### src/hdl/aecf_pkg.sv
`timescale 1ns / 1ps
// ----------------------------------------------------------------------------
// aecf_pkg
// Shared types and constants of the envelope command chaining framer.
// ----------------------------------------------------------------------------
package aecf_pkg;

  // configuration register indexes
  localparam logic [1:0] CFG_MAX_FRAGMENT  = 2'd0;
  localparam logic [1:0] CFG_EXPECTED_RESP = 2'd1;
  localparam logic [1:0] CFG_EXT_ALLOWED   = 2'd2;

  // command header codes
  localparam logic [7:0] CLA_CHAINED  = 8'h10;
  localparam logic [7:0] CLA_LAST     = 8'h00;
  localparam logic [7:0] INS_ENVELOPE = 8'hC3;
  localparam logic [7:0] P_ZERO       = 8'h00;

  // length limits
  localparam logic [15:0] SHORT_LC_MAX = 16'd255;
  localparam logic [16:0] SHORT_LE_MAX = 17'd256;
  localparam logic [16:0] EXT_LE_MAX   = 17'd65536;

  // configuration register file
  typedef struct packed {
    logic [15:0] max_fragment_bytes;
    logic [16:0] expected_response_bytes;
    logic        extended_allowed;
  } cfg_t;

  // classified item handed from the front to the back
  typedef struct packed {
    logic [7:0]  data;      // message byte
    logic        hdr;       // open a command before the data byte
    logic        err;       // extended length refused
    logic        fin;       // command is the last of the chain
    logic        ext;       // command uses extended lengths
    logic [15:0] frag;      // Lc value of an opened command
    logic        closing;   // data byte closes the command
    logic [15:0] le_code;   // coded Le, low byte used when short
  } job_t;

endpackage

### src/hdl/aecf_front.sv
`timescale 1ns / 1ps
// ----------------------------------------------------------------------------
// aecf_front
// Accepts message bytes, tracks offset and fragment state, and classifies
// each item into a job for the back end.
// ----------------------------------------------------------------------------
module aecf_front import aecf_pkg::*; (
  input  logic        clk,
  input  logic        rst_n,
  input  logic        in_valid,
  output logic        in_stall,
  input  logic [7:0]  in_message_byte,
  input  logic [15:0] in_message_length,
  input  cfg_t        cfg,
  input  logic        q_full,
  output logic        push,
  output job_t        job
);

  logic [15:0] offset_r, offset_nxt;
  logic [15:0] rem_r, rem_nxt;
  logic        fin_r, fin_nxt;
  logic        ext_r, ext_nxt;
  logic        disc_r, disc_nxt;

  logic        accept;
  logic [15:0] len, off, rem, avail, maxf, frag, rem_c, rem_dec;
  logic [16:0] le0, le_eff;
  logic        restart, disc, open, fin, ext, err, fin_c, ext_c, last, closing;

  assign in_stall = q_full;
  assign accept   = in_valid && !q_full;

  // effective Le from the registers
  always_comb begin
    le0    = (cfg.expected_response_bytes == 17'd0) ? 17'd1 : cfg.expected_response_bytes;
    le_eff = (le0 > EXT_LE_MAX) ? EXT_LE_MAX : le0;
  end

  // classify the item against the current fragment
  always_comb begin
    len     = (in_message_length == 16'd0) ? 16'd1 : in_message_length;
    restart = offset_r >= len;
    off     = restart ? 16'd0 : offset_r;
    rem     = restart ? 16'd0 : rem_r;
    disc    = restart ? 1'b0 : disc_r;
    open    = !disc && (rem == 16'd0);
    maxf    = (cfg.max_fragment_bytes == 16'd0) ? 16'd1 : cfg.max_fragment_bytes;
    avail   = len - off;
    fin     = avail <= maxf;
    frag    = fin ? avail : maxf;
    ext     = (frag > SHORT_LC_MAX) || (fin && (le_eff > SHORT_LE_MAX));
    err     = open && ext && !cfg.extended_allowed;
    fin_c   = open ? fin : fin_r;
    ext_c   = open ? ext : ext_r;
    rem_c   = open ? frag : rem;
    rem_dec = rem_c - 16'd1;
    last    = (off == len - 16'd1);
    closing = (rem_dec == 16'd0) || last;
  end

  // job for the queue
  always_comb begin
    push        = accept && !disc;
    job.data    = in_message_byte;
    job.hdr     = open && !err;
    job.err     = err;
    job.fin     = fin_c;
    job.ext     = ext_c;
    job.frag    = frag;
    job.closing = closing;
    job.le_code = le_eff[15:0];
  end

  // next fragment state
  always_comb begin
    offset_nxt = offset_r;
    rem_nxt    = rem_r;
    fin_nxt    = fin_r;
    ext_nxt    = ext_r;
    disc_nxt   = disc_r;
    if (accept) begin
      if (open && !err) begin
        fin_nxt = fin;
        ext_nxt = ext;
      end
      if (last) begin
        offset_nxt = 16'd0;
        rem_nxt    = 16'd0;
        disc_nxt   = 1'b0;
      end else begin
        offset_nxt = off + 16'd1;
        disc_nxt   = disc || err;
        rem_nxt    = (disc || err) ? rem : (closing ? 16'd0 : rem_dec);
      end
    end
  end

  always_ff @(posedge clk) begin
    if (!rst_n) begin
      offset_r <= 16'd0;
      rem_r    <= 16'd0;
      fin_r    <= 1'b0;
      ext_r    <= 1'b0;
      disc_r   <= 1'b0;
    end else begin
      offset_r <= offset_nxt;
      rem_r    <= rem_nxt;
      fin_r    <= fin_nxt;
      ext_r    <= ext_nxt;
      disc_r   <= disc_nxt;
    end
  end

endmodule

### src/hdl/aecf_queue.sv
`timescale 1ns / 1ps
// ----------------------------------------------------------------------------
// aecf_queue
// Short job queue between the front and the back end.
// ----------------------------------------------------------------------------
module aecf_queue import aecf_pkg::*; #(
  parameter int DEPTH = 4
) (
  input  logic clk,
  input  logic rst_n,
  input  logic push,
  input  job_t wr_job,
  input  logic pop,
  output job_t rd_job,
  output logic empty,
  output logic full
);

  localparam int PW = (DEPTH > 1) ? $clog2(DEPTH) : 1;
  localparam int CW = $clog2(DEPTH + 1);

  job_t          mem_r [DEPTH];
  logic [PW-1:0] wr_ptr_r, wr_ptr_nxt;
  logic [PW-1:0] rd_ptr_r, rd_ptr_nxt;
  logic [CW-1:0] count_r, count_nxt;
  logic          do_push, do_pop;

  assign empty   = (count_r == CW'(0));
  assign full    = (count_r == CW'(DEPTH));
  assign do_push = push && !full;
  assign do_pop  = pop && !empty;
  assign rd_job  = mem_r[rd_ptr_r];

  // pointer and fill count update
  always_comb begin
    wr_ptr_nxt = wr_ptr_r;
    rd_ptr_nxt = rd_ptr_r;
    count_nxt  = count_r;
    if (do_push) begin
      wr_ptr_nxt = (wr_ptr_r == PW'(DEPTH - 1)) ? PW'(0) : wr_ptr_r + PW'(1);
    end
    if (do_pop) begin
      rd_ptr_nxt = (rd_ptr_r == PW'(DEPTH - 1)) ? PW'(0) : rd_ptr_r + PW'(1);
    end
    if (do_push && !do_pop) begin
      count_nxt = count_r + CW'(1);
    end else if (do_pop && !do_push) begin
      count_nxt = count_r - CW'(1);
    end
  end

  always_ff @(posedge clk) begin
    if (!rst_n) begin
      wr_ptr_r <= '0;
      rd_ptr_r <= '0;
      count_r  <= '0;
    end else begin
      wr_ptr_r <= wr_ptr_nxt;
      rd_ptr_r <= rd_ptr_nxt;
      count_r  <= count_nxt;
    end
  end

  // storage
  always_ff @(posedge clk) begin
    if (do_push) begin
      mem_r[wr_ptr_r] <= wr_job;
    end
  end

endmodule

### src/hdl/aecf_back.sv
`timescale 1ns / 1ps
// ----------------------------------------------------------------------------
// aecf_back
// Expands each job into command bytes, one per cycle while out_stall is low,
// into the output register.
// ----------------------------------------------------------------------------
module aecf_back import aecf_pkg::*; (
  input  logic       clk,
  input  logic       rst_n,
  input  job_t       head,
  input  logic       q_empty,
  output logic       pop,
  output logic       out_valid,
  input  logic       out_stall,
  output logic [7:0] out_apdu_byte,
  output logic       out_end_of_command,
  output logic       out_final_command,
  output logic       out_error_status,
  output logic       out_last_of_run
);

  typedef enum logic [3:0] {
    ST_CLA, ST_INS, ST_P1, ST_P2, ST_LC0, ST_LCH, ST_LCL,
    ST_DATA, ST_LEH, ST_LEL, ST_ERR
  } step_t;

  step_t      step_r, cur, nxt;
  logic       mid_r;
  logic       out_valid_r;
  logic [7:0] byte_r;
  logic       eoc_r, fin_r, err_r, lor_r;

  logic [7:0] byte_c;
  logic       eoc_c, done, advance;

  // current step of the head job
  always_comb begin
    if (mid_r) begin
      cur = step_r;
    end else if (head.err) begin
      cur = ST_ERR;
    end else if (head.hdr) begin
      cur = ST_CLA;
    end else begin
      cur = ST_DATA;
    end
  end

  // byte of the step and the step after it
  always_comb begin
    byte_c = P_ZERO;
    eoc_c  = 1'b0;
    done   = 1'b0;
    nxt    = ST_CLA;
    case (cur)
      ST_CLA: begin
        byte_c = head.fin ? CLA_LAST : CLA_CHAINED;
        nxt    = ST_INS;
      end
      ST_INS: begin
        byte_c = INS_ENVELOPE;
        nxt    = ST_P1;
      end
      ST_P1: begin
        nxt = ST_P2;
      end
      ST_P2: begin
        nxt = head.ext ? ST_LC0 : ST_LCL;
      end
      ST_LC0: begin
        nxt = ST_LCH;
      end
      ST_LCH: begin
        byte_c = head.frag[15:8];
        nxt    = ST_LCL;
      end
      ST_LCL: begin
        byte_c = head.frag[7:0];
        nxt    = ST_DATA;
      end
      ST_DATA: begin
        byte_c = head.data;
        eoc_c  = head.closing && !head.fin;
        if (head.closing && head.fin) begin
          nxt = head.ext ? ST_LEH : ST_LEL;
        end else begin
          done = 1'b1;
        end
      end
      ST_LEH: begin
        byte_c = head.le_code[15:8];
        nxt    = ST_LEL;
      end
      ST_LEL: begin
        byte_c = head.le_code[7:0];
        eoc_c  = 1'b1;
        done   = 1'b1;
      end
      ST_ERR: begin
        done = 1'b1;
      end
      default: begin
        done = 1'b1;
      end
    endcase
  end

  assign advance = !q_empty && (!out_valid_r || !out_stall);
  assign pop     = advance && done;

  // step state and output register
  always_ff @(posedge clk) begin
    if (!rst_n) begin
      out_valid_r <= 1'b0;
      mid_r       <= 1'b0;
      step_r      <= ST_CLA;
    end else if (advance) begin
      out_valid_r <= 1'b1;
      mid_r       <= !done;
      step_r      <= nxt;
      byte_r      <= byte_c;
      eoc_r       <= eoc_c;
      fin_r       <= head.fin && (cur != ST_ERR);
      err_r       <= (cur == ST_ERR);
      lor_r       <= done;
    end else if (!out_stall) begin
      out_valid_r <= 1'b0;
    end
  end

  assign out_valid          = out_valid_r;
  assign out_apdu_byte      = byte_r;
  assign out_end_of_command = eoc_r;
  assign out_final_command  = fin_r;
  assign out_error_status   = err_r;
  assign out_last_of_run    = lor_r;

endmodule

### src/hdl/apdu_envelope_chain_framer_top.sv
`timescale 1ns / 1ps
// ----------------------------------------------------------------------------
// apdu_envelope_chain_framer_top
// Cuts a byte stream into chained ENVELOPE command APDUs.
// ----------------------------------------------------------------------------
// Usage:
//   in_*  : one message byte per item with the total message length.
//   out_* : command bytes, one per item, last_of_run marks the final byte
//           produced by one input item.
//   cfg_* : register writes (index, data), always ready; write only while
//           the block is idle.
// Path: an accepted item enters the queue storage, then its bytes the output register.
// Throughput: the back end emits one byte per cycle while out_stall is low
//   and a job is queued. A byte opening a command follows CLA, INS, P1, P2,
//   Lc (a zero byte and a two-byte Lc when extended); the byte closing the
//   last command precedes Le (two bytes when extended). The queue of
//   QUEUE_DEPTH jobs lets input continue while headers are emitted; in_stall
//   is raised only when the queue is full.
// Reset: synchronous rst_n clears offset, fragment state, queue and the
//   output valid; registers return to 255 / 256 / extended off.
// Stall: out_stall holds the output register; the queue fills and then
//   in_stall rises.
// ----------------------------------------------------------------------------
module apdu_envelope_chain_framer_top import aecf_pkg::*; #(
  parameter int QUEUE_DEPTH = 4
) (
  input  logic        clk,
  input  logic        rst_n,
  input  logic        in_valid,
  output logic        in_stall,
  input  logic [7:0]  in_message_byte,
  input  logic [15:0] in_message_length,
  output logic        out_valid,
  input  logic        out_stall,
  output logic [7:0]  out_apdu_byte,
  output logic        out_end_of_command,
  output logic        out_final_command,
  output logic        out_error_status,
  output logic        out_last_of_run,
  input  logic        cfg_valid,
  output logic        cfg_ready,
  input  logic [1:0]  cfg_index,
  input  logic [16:0] cfg_data
);

  cfg_t cfg_r;
  job_t wr_job, rd_job;
  logic push, pop, q_empty, q_full;

  assign cfg_ready = 1'b1;

  // configuration registers
  always_ff @(posedge clk) begin
    if (!rst_n) begin
      cfg_r.max_fragment_bytes      <= 16'd255;
      cfg_r.expected_response_bytes <= 17'd256;
      cfg_r.extended_allowed        <= 1'b0;
    end else if (cfg_valid && cfg_ready) begin
      case (cfg_index)
        CFG_MAX_FRAGMENT:  cfg_r.max_fragment_bytes      <= cfg_data[15:0];
        CFG_EXPECTED_RESP: cfg_r.expected_response_bytes <= cfg_data;
        CFG_EXT_ALLOWED:   cfg_r.extended_allowed        <= cfg_data[0];
        default: begin
        end
      endcase
    end
  end

  aecf_front u_front (
    .clk               (clk),
    .rst_n             (rst_n),
    .in_valid          (in_valid),
    .in_stall          (in_stall),
    .in_message_byte   (in_message_byte),
    .in_message_length (in_message_length),
    .cfg               (cfg_r),
    .q_full            (q_full),
    .push              (push),
    .job               (wr_job)
  );

  aecf_queue #(
    .DEPTH (QUEUE_DEPTH)
  ) u_queue (
    .clk    (clk),
    .rst_n  (rst_n),
    .push   (push),
    .wr_job (wr_job),
    .pop    (pop),
    .rd_job (rd_job),
    .empty  (q_empty),
    .full   (q_full)
  );

  aecf_back u_back (
    .clk                (clk),
    .rst_n              (rst_n),
    .head               (rd_job),
    .q_empty            (q_empty),
    .pop                (pop),
    .out_valid          (out_valid),
    .out_stall          (out_stall),
    .out_apdu_byte      (out_apdu_byte),
    .out_end_of_command (out_end_of_command),
    .out_final_command  (out_final_command),
    .out_error_status   (out_error_status),
    .out_last_of_run    (out_last_of_run)
  );

endmodule

### config.mk
export PLATFORM = sky130hd
export DESIGN_NAME = apdu_envelope_chain_framer_top
export DESIGN_NICKNAME = d
export VERILOG_FILES = /design/src/hdl/aecf_pkg.sv /design/src/hdl/aecf_front.sv /design/src/hdl/aecf_queue.sv /design/src/hdl/aecf_back.sv /design/src/hdl/apdu_envelope_chain_framer_top.sv
export SDC_FILE = /design/constraint.sdc
export NUM_CORES = 1
export LEC_CHECK = 0
export BUFFER_PORTS_ARGS = -buffer_cell sky130_fd_sc_hd__buf_2
export CORE_UTILIZATION = 45
export DETAILED_ROUTE_END_ITERATION = 8
export PLACE_DENSITY = 0.73
export REMOVE_ABC_BUFFERS = 1
export SLEW_MARGIN = 20
export SYNTH_ARGS = -nofsm -noshare
export SYNTH_HDL_FRONTEND = slang
export SYNTH_SLANG_ARGS = --single-unit
### constraint.sdc
create_clock -name clk -period 10 [get_ports clk]
set_clock_uncertainty 0.05 [all_clocks]
set_input_delay 2 -clock clk [delete_from_list [all_inputs] [get_ports clk]]
set_output_delay 2 -clock clk [all_outputs]
set_load 0.005 [all_outputs]
==> results_dict.tcl <==
set metrics [dict create \
    outcome "finished clean" \
    min_delay_path_depth 2 \
    r2r_slack_ps 2050 \
    p_comb_frac 0.382 \
    ys_seq_area_frac 0.506 \
    synthArstFlopShare 0 \
    ys_ff_latch 276 \
    reg2reg_depth 31 \
    crit_type "in -> reg" \
    finalMaxSlewViolations 0 \
    fp.dieH_um 183 \
    holdWs_ps 423 \
    clock_latency_ps 540 \
    tightest_slew_ps 1120 \
    intPower_mw 2.73 \
    cp_slowest_cell "or4_4" \
    power_frac_seq 0.367 \
    timing.rr.start "u_front.offset_r[13]" \
    ys_warn_count 0 \
    num_antenna_cells 0 \
    synth_edf_count 192 \
    p_sw_frac 0.351 \
    grt_first_pass_wirelength_um 58800 \
    layout_setup_ws_ps 431 \
    leakagePower_nw 5.86 \
    switchingPower_mw 1.47 \
    post-route-drc-count 0 \
    ys.flop_type "edfxtp_1" \
    syn_area_sq_um 14700 \
    synth.distinct_cells 91 \
    drtAntennaViolNets 0 \
    fin_crit_ps 9570 \
    stdcell_area_sq_um 16500 \
    cp_num_buf_inv 3 \
    die_w_um 183 \
    startpoint_type "primary input" \
    finish.utilization 0.519 \
    vias_per_cell 5.91 \
    hold_end "cfg_r[4]" \
    place.gp.congestion 0.970 \
    design.die.area_sq_um 33400 \
    crit_required_ps 10320 \
    worstHoldStart "cfg_r[4]" \
    start_util 0.461 \
    synthToLayoutAreaGrowth_pct 12.4 \
    cts_tree "yes" \
    netlist_top_cells_area "edfxtp_1 39%, dfxtp_1 11%, mux4_2 5.8%" \
    grt_max_degree 54 \
    cp-end-kind "flop" \
    drt-pass1-iter-count 5 \
    portBuffers 61 \
    vias 11000 \
    syn_avg_cell_area_sq_um 11.0 \
    grt_pass1_vias 10500 \
    wire_per_inst_um 20.3 \
    slew_headroom 0.249 \
    grt_antenna_before_repair 0 \
    critPathLaunch "in_message_length[7]" \
    drtIter0Drc 1000 \
    arrival_ps 9890 \
    setup-violations-final 0 \
    period_share 0.957 \
    finalHoldViolCount 0 \
    synthTopCellsByCount "192 x edfxtp_1, 150 x nand2_1, 84 x dfxtp_1, 77 x a21oi_1, 77 x nor2_1" \
    clockBufferDepth 3 \
    path_max_fanout 15 \
    crit_top_cell "nand2_1" \
    rows 65 \
    synth_top_area_share 0.392 \
    critical_path.top_delay_family "compound AO/OA/AOI/OAI gates" \
    htreeDepth 1 \
    grt_usage 0.225 \
    synth.most_common_cell "edfxtp_1" \
    grt_overflow_total 0 \
    rsz0062_at_grt "false" \
    hold_path_class "reg -> reg" \
    synthCells 1336 \
    numCtsBuffers 28 \
    clock-sinks 276 \
    drt_wl_total_um 37600 \
    vdd_drop_max_mv 0.127 \
    drive_above_1_share 0.176 \
    final_nets 1504 \
    fill_cells 2796 \
    yosys.area.top_type "edfxtp_1" \
    maxCapViolations 0 \
    cts_root_buf "clkbuf_16" \
    r2r-end "u_queue.mem_r[2][16]" \
    place_area_sq_um 15600 \
    ioPinCount 63 \
    coreArea_sq_um 31900 \
    ctsHoldBuffers 0 \
    power_density_nw_per_um2 254 \
    cts_setup_buffers 0 \
    max_stage_delay_ps 560 \
    clock.fmax_mhz 105 \
    clkTransAtPathRegs_ps 60 \
    pwr-share-clk 0.251 \
    place_hpwl_um 26200 \
    place_ws_ps -148 \
]
-- kinds of logic (layout without fill, tap and decap cells) --
group / Yosys count / after routing / share of synthesized area
DFF: 276 / 276 / 0.506
AOI/OAI and AO/OA: 301 / 301 / 0.140
muxes: 66 / 66 / 0.0778
adders and majority gates: 59 / 59 / 0.0512
xor gates and xnor gates: 41 / 41 / 0.0254
buffers and inverters: 142 / 224 / 0.0415
and+or+nand+nor: 450 / 450 / 0.157
other: 1 / 1 / 0.000255
-- power groups by stage --
stage	Combinational [mW]	Sequential (mW)	Clock, mW
3_5_place_dp	1.57	1.56	0
3_3_place_gp	1.56	1.55	0
6_report	1.60	1.54	1.05
2_1_floorplan	1.09	1.58	0
4_1_cts	1.59	1.54	1.07
5_1_grt	1.74	1.56	1.11
-- worst register-to-register path, delay by kind of cell (launching register included) --
family | cells | cell delay, ps
AOI/OAI and AO/OA | 13 | 2890
adders and majority gates | 4 | 1280
buffers and inverters | 1 | 80
DFF | 1 | 640
and+or+nand+nor | 13 | 2820
-- timing repair --
action,4_1_cts,5_1_grt
gates resized for setup,0,4
endpoints found under the hold margin,0,0
endpoints found under the setup margin,0,6
-- area by class of cell --
cell class                      instances  area, sq um  share of cell area
Clock buffer                           38          778              0.0471
Clock inverter                         13          161             0.00976
Inverter                               60          225              0.0136
Multi-Input combinational cell        918         6680               0.404
Sequential cell                       276         7450               0.451
Tap cell                              435          544              0.0329
Timing Repair Buffer                  113          696              0.0421
-- layout by cell type, fill, tap and decap left out, types with 22 or more instances in the layout --
master and count:
edfxtp_1 192, nor3_1 35, o21ai_0 59, mux2i_1 22, ha_1 57, inv_1 58, a21oi_1 75, clkbuf_16 28
nor2_1 77, buf_4 52, dfxtp_1 82, xnor2_1 26, buf_2 61, mux4_2 38, nand3_1 37, nand2_1 150
-- metal layers --
layer | GRT usage | routed length (um) | vias to the layer above
li1 | - | - | 5128
met1 | 0.308 | 16200 | 5305
met2 | 0.370 | 17900 | 439
met3 | 0.0326 | 2500 | 78
met4 | 0.0683 | 1020 | 0
met5 | 0 | 0 | -
-- worst max path at each step --
| stage | endpoint | slack (ps) | depth (start not counted) |
|---|---|---|---|
| 6_report | u_queue.mem_r[2][16] | 430 | 36 |
| 5_1_grt | u_queue.mem_r[2][16] | 40 | 36 |
| 4_1_cts | u_queue.mem_r[1][16] | 340 | 35 |
| 3_5_place_dp | u_front.rem_r[0] | -150 | 35 |
| 3_3_place_gp | u_front.rem_r[0] | 310 | 35 |
| 2_1_floorplan | u_front.rem_r[0] | -150 | 35 |
-- registers in the layout, summed over array words and instances, names as in the netlist, 2 cells and up, named ones only --
| register | cells |
|---|---|
| cfg_r | 34 |
| u_back.out_apdu_byte | 8 |
| u_back.step_r | 4 |
| u_front.offset_r | 16 |
| u_front.rem_r | 16 |
| u_queue.count_r | 3 |
| u_queue.mem_r | 180 |
| u_queue.rd_ptr_r | 2 |
| u_queue.wr_ptr_r | 2 |
-- stage by stage --
step / power, mW / TNS, ps / std cells
2_1_floorplan: 2.67 / -654 / 1254
3_3_place_gp: 3.11 / 0 / 1802
3_5_place_dp: 3.13 / -845 / 1802
4_1_cts: 4.20 / 0 / 1853
5_1_grt: 4.41 / 0 / 1853
6_report: 4.20 / 0 / 1853
(Power assumes the default switching activity.)
